`src/hw/rtl/pwrc_pkg.sv`:
```
`timescale 1ns / 1ps
`default_nettype none
// ----------------------------------------------------------------------------
// pwrc_pkg
// shared types and constants of the pulse-width remote code transmitter
// ----------------------------------------------------------------------------
package pwrc_pkg;

   localparam int CODE_W        = 25;
   localparam int TICK_W        = 16;
   localparam int CNT_W         = 4;
   localparam int CODE_BITS_DEF = 25;

   localparam int CSR_DATA_W = 32;
   localparam int CSR_ADDR_W = 5;
   localparam int CSR_IDX_W  = 3;

   // register indexes
   localparam logic [CSR_IDX_W-1:0] REG_ON_CODE         = 3'd0;
   localparam logic [CSR_IDX_W-1:0] REG_OFF_CODE        = 3'd1;
   localparam logic [CSR_IDX_W-1:0] REG_SHORT_TICKS     = 3'd2;
   localparam logic [CSR_IDX_W-1:0] REG_LONG_TICKS      = 3'd3;
   localparam logic [CSR_IDX_W-1:0] REG_PREAMBLE_TICKS  = 3'd4;
   localparam logic [CSR_IDX_W-1:0] REG_PREAMBLE_PULSES = 3'd5;
   localparam logic [CSR_IDX_W-1:0] REG_FRAME_REPEATS   = 3'd6;

   // reset values
   localparam logic [CODE_W-1:0] RST_ON_CODE         = 25'd700;
   localparam logic [CODE_W-1:0] RST_OFF_CODE        = 25'd0;
   localparam logic [TICK_W-1:0] RST_SHORT_TICKS     = 16'd250;
   localparam logic [TICK_W-1:0] RST_LONG_TICKS      = 16'd500;
   localparam logic [TICK_W-1:0] RST_PREAMBLE_TICKS  = 16'd1000;
   localparam logic [CNT_W-1:0]  RST_PREAMBLE_PULSES = 4'd4;
   localparam logic [CNT_W-1:0]  RST_FRAME_REPEATS   = 4'd2;

   localparam logic OP_TICK  = 1'b0;
   localparam logic OP_START = 1'b1;

   typedef struct packed {
      logic [CODE_W-1:0] on_code;
      logic [CODE_W-1:0] off_code;
      logic [TICK_W-1:0] short_ticks;
      logic [TICK_W-1:0] long_ticks;
      logic [TICK_W-1:0] preamble_ticks;
      logic [CNT_W-1:0]  preamble_pulses;
      logic [CNT_W-1:0]  frame_repeats;
   } cfg_type;

   typedef struct packed {
      logic line_level;
      logic busy_res;
      logic done_res;
      logic refused;
   } result_type;

   typedef enum logic [2:0] {
      PH_IDLE = 3'b001,
      PH_PRE  = 3'b010,
      PH_DATA = 3'b100
   } phase_type;

endpackage
`default_nettype wire

```
`src/hw/rtl/pwrc_csr.sv`:
```
`timescale 1ns / 1ps
`default_nettype none
// ----------------------------------------------------------------------------
// pwrc_csr
// apb-style configuration registers
// ----------------------------------------------------------------------------
module pwrc_csr (
   input  wire                                clock,
   input  wire                                reset,
   input  wire                                psel,
   input  wire                                penable,
   input  wire                                pwrite,
   input  wire  [pwrc_pkg::CSR_ADDR_W-1:0]    paddr,
   input  wire  [pwrc_pkg::CSR_DATA_W-1:0]    pwdata,
   output logic [pwrc_pkg::CSR_DATA_W-1:0]    prdata,
   output logic                               pready,
   output pwrc_pkg::cfg_type                  cfg
);
   import pwrc_pkg::*;

   cfg_type              cfg_ff, cfg_in;
   logic [CSR_IDX_W-1:0] idx;
   logic                 wr_en;

   assign idx    = paddr[CSR_ADDR_W-1:2];
   assign pready = 1'b1;
   assign wr_en  = psel && penable && pwrite;
   assign cfg    = cfg_ff;

   always_comb begin
      cfg_in = cfg_ff;
      if (wr_en) begin
         unique case (idx)
            REG_ON_CODE:         cfg_in.on_code         = pwdata[CODE_W-1:0];
            REG_OFF_CODE:        cfg_in.off_code        = pwdata[CODE_W-1:0];
            REG_SHORT_TICKS:     cfg_in.short_ticks     = pwdata[TICK_W-1:0];
            REG_LONG_TICKS:      cfg_in.long_ticks      = pwdata[TICK_W-1:0];
            REG_PREAMBLE_TICKS:  cfg_in.preamble_ticks  = pwdata[TICK_W-1:0];
            REG_PREAMBLE_PULSES: cfg_in.preamble_pulses = pwdata[CNT_W-1:0];
            REG_FRAME_REPEATS:   cfg_in.frame_repeats   = pwdata[CNT_W-1:0];
            default:             cfg_in = cfg_ff;
         endcase
      end
   end

   always_comb begin
      unique case (idx)
         REG_ON_CODE:         prdata = CSR_DATA_W'(cfg_ff.on_code);
         REG_OFF_CODE:        prdata = CSR_DATA_W'(cfg_ff.off_code);
         REG_SHORT_TICKS:     prdata = CSR_DATA_W'(cfg_ff.short_ticks);
         REG_LONG_TICKS:      prdata = CSR_DATA_W'(cfg_ff.long_ticks);
         REG_PREAMBLE_TICKS:  prdata = CSR_DATA_W'(cfg_ff.preamble_ticks);
         REG_PREAMBLE_PULSES: prdata = CSR_DATA_W'(cfg_ff.preamble_pulses);
         REG_FRAME_REPEATS:   prdata = CSR_DATA_W'(cfg_ff.frame_repeats);
         default:             prdata = '0;
      endcase
   end

   always_ff @(posedge clock) begin
      if (reset) begin
         cfg_ff.on_code         <= RST_ON_CODE;
         cfg_ff.off_code        <= RST_OFF_CODE;
         cfg_ff.short_ticks     <= RST_SHORT_TICKS;
         cfg_ff.long_ticks      <= RST_LONG_TICKS;
         cfg_ff.preamble_ticks  <= RST_PREAMBLE_TICKS;
         cfg_ff.preamble_pulses <= RST_PREAMBLE_PULSES;
         cfg_ff.frame_repeats   <= RST_FRAME_REPEATS;
      end else begin
         cfg_ff <= cfg_in;
      end
   end

endmodule
`default_nettype wire

```
`src/hw/rtl/pwrc_core.sv`:
```
`timescale 1ns / 1ps
`default_nettype none
// ----------------------------------------------------------------------------
// pwrc_core
// transmission sequencer: one item per cycle while fire is high, result combinational
// ----------------------------------------------------------------------------
module pwrc_core #(
   parameter int CODE_BITS = pwrc_pkg::CODE_BITS_DEF
) (
   input  wire                 clock,
   input  wire                 reset,
   input  wire                 fire,
   input  wire                 op,
   input  wire                 turn_on,
   input  pwrc_pkg::cfg_type   cfg,
   output pwrc_pkg::result_type result
);
   import pwrc_pkg::*;

   localparam int IDX_W = (CODE_BITS > 1) ? $clog2(CODE_BITS) : 1;
   localparam logic [IDX_W-1:0] LAST_IDX = IDX_W'(CODE_BITS - 1);

   phase_type             phase_ff, phase_in;
   logic                  high_ff, high_in;
   logic [TICK_W-1:0]     tick_ff, tick_in;
   logic [IDX_W-1:0]      bit_ff, bit_in;
   logic [CNT_W-1:0]      pulse_ff, pulse_in;
   logic [CNT_W-1:0]      rep_ff, rep_in;
   logic [CODE_BITS-1:0]  code_ff, code_in;

   logic [CODE_W-1:0]     code_sel;
   logic [CODE_BITS-1:0]  code_fit;
   logic [IDX_W-1:0]      pos;
   logic                  cur_bit;
   logic [TICK_W-1:0]     len_raw, half_len, tick_inc;
   logic                  half_end;
   logic [CNT_W-1:0]      pulse_inc, rep_inc, rep_lim;

   assign code_sel = turn_on ? cfg.on_code : cfg.off_code;

   // fit the 25-bit code word to the sent width
   generate
      if (CODE_BITS >= CODE_W) begin : g_ext
         assign code_fit = CODE_BITS'(code_sel);
      end else begin : g_trunc
         assign code_fit = code_sel[CODE_BITS-1:0];
      end
   endgenerate

   assign pos     = LAST_IDX - bit_ff;
   assign cur_bit = code_ff[pos];

   always_comb begin
      if (phase_ff == PH_PRE)
         len_raw = cfg.preamble_ticks;
      else if (high_ff)
         len_raw = cur_bit ? cfg.long_ticks : cfg.short_ticks;
      else
         len_raw = cur_bit ? cfg.short_ticks : cfg.long_ticks;
   end

   assign half_len  = (len_raw == '0) ? TICK_W'(1) : len_raw;
   assign tick_inc  = tick_ff + TICK_W'(1);
   assign half_end  = tick_inc >= half_len;
   assign pulse_inc = pulse_ff + CNT_W'(1);
   assign rep_inc   = rep_ff + CNT_W'(1);
   assign rep_lim   = (cfg.frame_repeats == '0) ? CNT_W'(1) : cfg.frame_repeats;

   always_comb begin
      phase_in = phase_ff;
      high_in  = high_ff;
      tick_in  = tick_ff;
      bit_in   = bit_ff;
      pulse_in = pulse_ff;
      rep_in   = rep_ff;
      code_in  = code_ff;
      result   = '0;
      if (op == OP_START) begin
         result.busy_res = 1'b1;
         if (phase_ff != PH_IDLE) begin
            result.refused = 1'b1;
         end else begin
            code_in  = code_fit;
            rep_in   = '0;
            pulse_in = '0;
            bit_in   = '0;
            tick_in  = '0;
            high_in  = 1'b1;
            phase_in = (cfg.preamble_pulses == '0) ? PH_DATA : PH_PRE;
         end
      end else if (phase_ff != PH_IDLE) begin
         result.busy_res   = 1'b1;
         result.line_level = high_ff;
         tick_in           = tick_inc;
         if (half_end) begin
            tick_in = '0;
            if (high_ff) begin
               high_in = 1'b0;
            end else begin
               high_in = 1'b1;
               unique case (phase_ff)
                  PH_PRE: begin
                     pulse_in = pulse_inc;
                     if (pulse_inc >= cfg.preamble_pulses) begin
                        phase_in = PH_DATA;
                        bit_in   = '0;
                     end
                  end
                  PH_DATA: begin
                     bit_in = bit_ff + IDX_W'(1);
                     if (bit_ff == LAST_IDX) begin
                        rep_in = rep_inc;
                        bit_in = '0;
                        if (rep_inc >= rep_lim) begin
                           phase_in        = PH_IDLE;
                           high_in         = 1'b0;
                           pulse_in        = '0;
                           rep_in          = '0;
                           result.done_res = 1'b1;
                        end else begin
                           pulse_in = '0;
                           phase_in = (cfg.preamble_pulses == '0) ? PH_DATA : PH_PRE;
                        end
                     end
                  end
                  default: phase_in = phase_ff;
               endcase
            end
         end
      end
   end

   always_ff @(posedge clock) begin
      if (reset) begin
         phase_ff <= PH_IDLE;
         high_ff  <= 1'b0;
         tick_ff  <= '0;
         bit_ff   <= '0;
         pulse_ff <= '0;
         rep_ff   <= '0;
         code_ff  <= '0;
      end else if (fire) begin
         phase_ff <= phase_in;
         high_ff  <= high_in;
         tick_ff  <= tick_in;
         bit_ff   <= bit_in;
         pulse_ff <= pulse_in;
         rep_ff   <= rep_in;
         code_ff  <= code_in;
      end
   end

endmodule
`default_nettype wire

```
`src/hw/rtl/pulse_width_remote_code_transmitter_top.sv`:
```
`timescale 1ns / 1ps
`default_nettype none
// ----------------------------------------------------------------------------
// pulse_width_remote_code_transmitter_top
// pulse-width on-off keyed line driver with apb-style configuration
// ----------------------------------------------------------------------------
// One item is taken per clock cycle, sustained, while the result output is
// not stalled, and each item gives exactly one result. An item enters the
// input register; when it advances, the sequencer state updates and the
// result register loads in the same cycle. The sequencer's state update is
// combinational counter compares between the two registers. A stalled
// result keeps the next item waiting in the input register, and the input
// stalls only while both registers are full. A start item latches the on or
// off code; each following tick item reports the line level for one
// microsecond of line time, with busy, and done on the last low tick. A
// start while a transmission runs is refused and flagged. Configuration is
// read live on every tick, so write it only while no item is in flight.
// ----------------------------------------------------------------------------
module pulse_width_remote_code_transmitter_top #(
   parameter int CODE_BITS = pwrc_pkg::CODE_BITS_DEF
) (
   input  wire                               clock,
   input  wire                               reset,
   // item input
   input  wire                               req_valid,
   output logic                              req_stall,
   input  wire                               req_op,
   input  wire                               req_turn_on,
   // result output
   output logic                              rsp_valid,
   input  wire                               rsp_stall,
   output logic                              rsp_line_level,
   output logic                              rsp_busy_res,
   output logic                              rsp_done_res,
   output logic                              rsp_refused,
   // configuration
   input  wire                               psel,
   input  wire                               penable,
   input  wire                               pwrite,
   input  wire  [pwrc_pkg::CSR_ADDR_W-1:0]   paddr,
   input  wire  [pwrc_pkg::CSR_DATA_W-1:0]   pwdata,
   output logic [pwrc_pkg::CSR_DATA_W-1:0]   prdata,
   output logic                              pready
);
   import pwrc_pkg::*;

   cfg_type    cfg;
   result_type core_result;
   result_type out_ff;

   // input register
   logic in_valid_ff, in_valid_in;
   logic in_op_ff, in_turn_on_ff;
   logic out_valid_ff, out_valid_in;
   logic advance;
   logic take;

   // the input stage moves on whenever the result register is free or drains
   assign advance   = in_valid_ff && (!out_valid_ff || !rsp_stall);
   assign req_stall = in_valid_ff && !advance;
   assign take      = req_valid && !req_stall;

   assign in_valid_in  = take || (in_valid_ff && !advance);
   assign out_valid_in = advance || (out_valid_ff && rsp_stall);

   pwrc_csr u_csr (
      .clock   (clock),
      .reset   (reset),
      .psel    (psel),
      .penable (penable),
      .pwrite  (pwrite),
      .paddr   (paddr),
      .pwdata  (pwdata),
      .prdata  (prdata),
      .pready  (pready),
      .cfg     (cfg)
   );

   // sequencer state moves only when the item enters the result register
   pwrc_core #(
      .CODE_BITS (CODE_BITS)
   ) u_core (
      .clock   (clock),
      .reset   (reset),
      .fire    (advance),
      .op      (in_op_ff),
      .turn_on (in_turn_on_ff),
      .cfg     (cfg),
      .result  (core_result)
   );

   // control state
   always_ff @(posedge clock) begin
      if (reset) begin
         in_valid_ff  <= 1'b0;
         out_valid_ff <= 1'b0;
      end else begin
         in_valid_ff  <= in_valid_in;
         out_valid_ff <= out_valid_in;
      end
   end

   // payload registers
   always_ff @(posedge clock) begin
      if (take) begin
         in_op_ff      <= req_op;
         in_turn_on_ff <= req_turn_on;
      end
      if (advance) begin
         out_ff <= core_result;
      end
   end

   assign rsp_valid      = out_valid_ff;
   assign rsp_line_level = out_ff.line_level;
   assign rsp_busy_res   = out_ff.busy_res;
   assign rsp_done_res   = out_ff.done_res;
   assign rsp_refused    = out_ff.refused;

   // done only ever closes a running transmission
   a_done_busy: assert property (@(posedge clock) disable iff (reset)
      rsp_valid && rsp_done_res |-> rsp_busy_res && !rsp_refused)
      else $error("done without busy");

   // a refused start passes no line time
   a_refused_quiet: assert property (@(posedge clock) disable iff (reset)
      rsp_valid && rsp_refused |-> rsp_busy_res && !rsp_line_level)
      else $error("refused start drove the line");

   // the line is never high outside a transmission
   a_level_busy: assert property (@(posedge clock) disable iff (reset)
      rsp_valid && rsp_line_level |-> rsp_busy_res)
      else $error("line high while idle");

   // an item held in the input stage forces a stall upstream
   a_hold_stall: assert property (@(posedge clock) disable iff (reset)
      rsp_valid && rsp_stall && req_stall |=> req_stall || !rsp_stall)
      else $error("input stage lost while output stalled");

endmodule
`default_nettype wire
```
`config.mk`:
```
export PLATFORM = sky130hd
export DESIGN_NAME = pulse_width_remote_code_transmitter_top
export DESIGN_NICKNAME = d
export VERILOG_FILES = /design/src/hw/rtl/pwrc_pkg.sv /design/src/hw/rtl/pwrc_csr.sv /design/src/hw/rtl/pwrc_core.sv /design/src/hw/rtl/pulse_width_remote_code_transmitter_top.sv
export SDC_FILE = /design/constraint.sdc
export NUM_CORES = 1
export LEC_CHECK = 0
export BUFFER_PORTS_ARGS = -buffer_cell sky130_fd_sc_hd__buf_2
export CAP_MARGIN = 40
export CELL_PAD_IN_SITES_DETAIL_PLACEMENT = 0
export CELL_PAD_IN_SITES_GLOBAL_PLACEMENT = 1
export CORE_MARGIN = 2
export CORE_UTILIZATION = 45
export CTS_CLUSTER_DIAMETER = 100
export CTS_CLUSTER_SIZE = 40
export DETAILED_ROUTE_END_ITERATION = 8
export PLACE_DENSITY = 0.84
export SLEW_MARGIN = 40
export SYNTH_ARGS = -nofsm -noshare
export SYNTH_HDL_FRONTEND = slang
export SYNTH_HIERARCHICAL = 1
export SYNTH_SLANG_ARGS = --single-unit
```
`constraint.sdc`:
```
create_clock -name clock -period 7.95 [get_ports clock]
set_input_delay 1.59 -clock clock [delete_from_list [all_inputs] [get_ports clock]]
set_output_delay 1.59 -clock clock [all_outputs]
set_load 0.05 [all_outputs]
```
==> flow_summary.ini <==
[synth]
ys_dominant_reg_cell = sky130_fd_sc_hd__dfxtp_1
synthDistinctLibCells = 78
synth_seq_cells = 172
yosys_warnings = 6
synth_async_sr_flop_share_pct = 0
synth_enable_flop_cells = 6
syn_area_um2 = 9710
syn-instance-count = 1015
postSynthAreaPerCell_um2 = 9.57
yosysSeqAreaShare_pct = 36.1

[worst_setup_path]
timing.critical_path.max_delay_family = compound AO/OA/AOI/OAI gates
timing.critical_path.slowest_cell_delay_ns = 0.54
critPathCaptureType = flop
worst-endpoint-required_ns = 8.33
critical-path-top-cell-by-count = sky130_fd_sc_hd__a21o_1
crit_buf_inv = 4
critPathSlowestCell = sky130_fd_sc_hd__or4_1
critical_path.startpoint_type = flop
path_cells = inv_1 -> ha_1 -> mux4_2 -> mux2i_1 -> o21ai_1 -> a2111oi_4 -> buf_4 -> mux2_2 -> mux2i_1 -> nand4_1 -> or4_1 -> nand2_1 -> ha_1 -> nand2b_1 -> a21o_1 -> a21o_1 -> a21o_1 -> a21o_1 -> a2111oi_0 -> buf_4 -> o21ai_0 -> a221oi_1 -> buf_4 -> mux2_2
setup_crit_path_kind = flop to flop
worst-endpoint-arrival_ns = 7.08
r2r_setup_slk_ns = 1.26
critical_path.max_fanout = 9

[routing]
route.final.wire_length_um = 23800
post_route_drc = 0
drt-initial-drc-count = 452
antenna_left = 0
post_drt_via_cell_ratio = 5.60
drt-pass1-iter-count = 4
vias = 7480
wl_per_cell_um = 17.8

[run]
drv.max_cap_violation_count = 0

[pwr]
power_density_cells_nw_per_um2 = 178
power_switching_uw = 513
seq_power_share_pct = 46.8
clock_power_share_pct = 43.4
p_comb_share_pct = 9.8
worst_ir_drop_on_vdd_mv = 0.156
leakagePower_uw = 0.00477
power_report.internal_total_uw = 1390
sw_frac_of_total_pct = 27.0
post-layout-total-power_uw = 1900

[die]
die_area_um2 = 22800
die_height_um = 151
core_area_um2 = 21100
floorplan.rows = 53
initial_utilization_pct = 46.0
top_level_ports = 85
die-width_um = 151

[outcome]
run_status = complete, no violations

[layout]
area_delta_synth_final_pct = 10.3
nFillCells = 1953
nets = 1125
drive_above_1_share_pct = 15.0
most-common-layout-cells = sky130_fd_sc_hd__mux2i_1 (175), sky130_fd_sc_hd__dfxtp_1 (166), sky130_fd_sc_hd__nand2b_1 (109), sky130_fd_sc_hd__nor2_1 (91), sky130_fd_sc_hd__buf_2 (65)
diodes = 0
final_design_area_no_fill_um2 = 10700
layout_commonest_cell = sky130_fd_sc_hd__mux2i_1

[sta]
fin_worst_skew_ns = 0.0106
max_freq_mhz = 149
totalNegativeSetupSlack_ns = 0
final_period_minus_worst_setup_slack_ns = 6.69
final.setup.worst_slack_ns = 1.26
final.period_utilization_pct = 84.2
hold_viol_final = 0
max-slew-margin-rel_pct = 49.5
report.final.slew_viol_count = 0
rsz0062_at_grt = false
worst_pin_slew_ns = 0.758
report.final.setup_viol = 0

[global_routing]
grt_pass1_wl_um = 38500
grt_pass1_vias = 7366
groute.usage.overall_pct = 21.6
grt_start_max_net_pins = 160
global_route.overflow_total = 0
antenna_found_initial = 0

[clock_network]
holdBufCountCts = 0
clockBufferDepth = 2
tritoncts = built
clock-root-buffer = sky130_fd_sc_hd__clkbuf_16
clkLatencyLatePin_ns = 0.43
ctsResizeCount = 0
cts_max_level = 4
postCtsSetupRepairBufs = 0
cts_inserted_buffers = 17
clock-sinks = 172
clkTransAtPathRegs_ns = 0.07

[place]
dp_hpwl_um = 16100
port_buffers = 67
detailed_place.area_um2 = 10100
gp_routability_congestion = 0.828
place_worst_setup_slack_ns = 1.26

[hold_path]
worst_hold_path_type = flop to flop
-- layer usage --
layer	vias up	part of all wire (%)	routed length [um]	GRT usage (%)
met5	-	0	0	0
met4	0	1.7	416	7.15
met3	25	3.6	861	3.58
met2	142	47	11300	35.5
met1	3620	47	11200	28.9
li1	3693	-	-	-
-- per-stage QoR --
step	hold slack, ns	instances	utilization, %
after floorplan	0.444	1021	-
after CTS	0.469	1336	50.7
final	0.468	1336	50.8
after global routing	0.506	1336	50.8
after detailed placement	0.459	1304	48.0
after global placement	0.451	1304	48.0
-- synth_stat cells, types with 14 or more instances --
cell type | instances | area (um2)
sky130_fd_sc_hd__mux2i_1 | 175 | 1750
sky130_fd_sc_hd__dfxtp_1 | 166 | 3320
sky130_fd_sc_hd__nand2b_1 | 109 | 682
sky130_fd_sc_hd__nor2_1 | 91 | 342
sky130_fd_sc_hd__nand2_1 | 49 | 184
sky130_fd_sc_hd__clkbuf_1 | 44 | 165
sky130_fd_sc_hd__ha_1 | 31 | 388
sky130_fd_sc_hd__a211oi_1 | 26 | 195
sky130_fd_sc_hd__a21oi_1 | 26 | 130
sky130_fd_sc_hd__nand3_1 | 25 | 125
sky130_fd_sc_hd__o21ai_0 | 23 | 115
sky130_fd_sc_hd__inv_1 | 17 | 63.8
sky130_fd_sc_hd__buf_4 | 15 | 113
sky130_fd_sc_hd__xnor2_1 | 14 | 123
-- worst register-to-register path, delay by kind of cell (launching register included) --
kind                     cells  cell delay (ns)
flip-flops                   1             0.43
multiplexers                 5             1.61
buffers and inverters        4             0.73
AND/OR/NAND/NOR              4             1.01
adder cells (fa/ha/maj)      2             0.75
AO/OA/AOI/OAI                9             2.13
-- power groups by stage --
stage	clock (uW)	sequential [uW]	combinational [uW]
after global routing	871	891	202
after CTS	839	889	187
after detailed placement	0	909	186
after global placement	0	909	185
after floorplan	0	910	137
final	825	889	187
-- worst paths after layout --
check                startpoint                  to  cells after the start
max            u_core/bit_ff[1]    u_core/rep_ff[0]                     24
min          u_core/pulse_ff[3]  u_core/pulse_ff[3]                      2
max reg2reg    u_core/bit_ff[1]    u_core/rep_ff[0]                     24
min reg2reg  u_core/pulse_ff[3]  u_core/pulse_ff[3]                      2
-- state kept, by name, indices dropped and copies added, names as in the netlist --
register and count:
u_csr/cfg 106, u_core/code_ff 25, u_core/tick_ff 16, u_core/bit_ff 5, u_core/pulse_ff 4, u_core/rep_ff 4, u_core/phase_ff 3, in_op_ff 1
in_turn_on_ff 1, in_valid_ff 1, rsp_busy_res 1, rsp_done_res 1, rsp_line_level 1, rsp_refused 1, rsp_valid 1, u_core/high_ff 1
-- area by class of cell --
| class | count | area (um2) | area share, % |
|---|---|---|---|
| clock buffer | 17 | 425 | 3.97 |
| sequential | 172 | 3500 | 32.7 |
| timing repair buffer | 83 | 473 | 4.42 |
| inverter | 18 | 67.6 | 0.631 |
| clock inverter | 15 | 158 | 1.47 |
| tap | 275 | 344 | 3.21 |
| multi-input combinational | 756 | 5740 | 53.6 |
-- logic make-up (layout without fill, tap and decap cells) --
group | after synthesis | in the layout | synth area share [%]
XOR/XNOR | 21 | 21 | 1.89
other | 2 | 8 | 0.0773
flip-flops | 172 | 172 | 36.1
multiplexers | 204 | 204 | 22.7
buffers and inverters | 93 | 133 | 5.14
AND/OR/NAND/NOR | 336 | 336 | 18.3
adder cells (fa/ha/maj) | 31 | 31 | 3.99
AO/OA/AOI/OAI | 156 | 156 | 11.8
(Power assumes the default switching activity.)
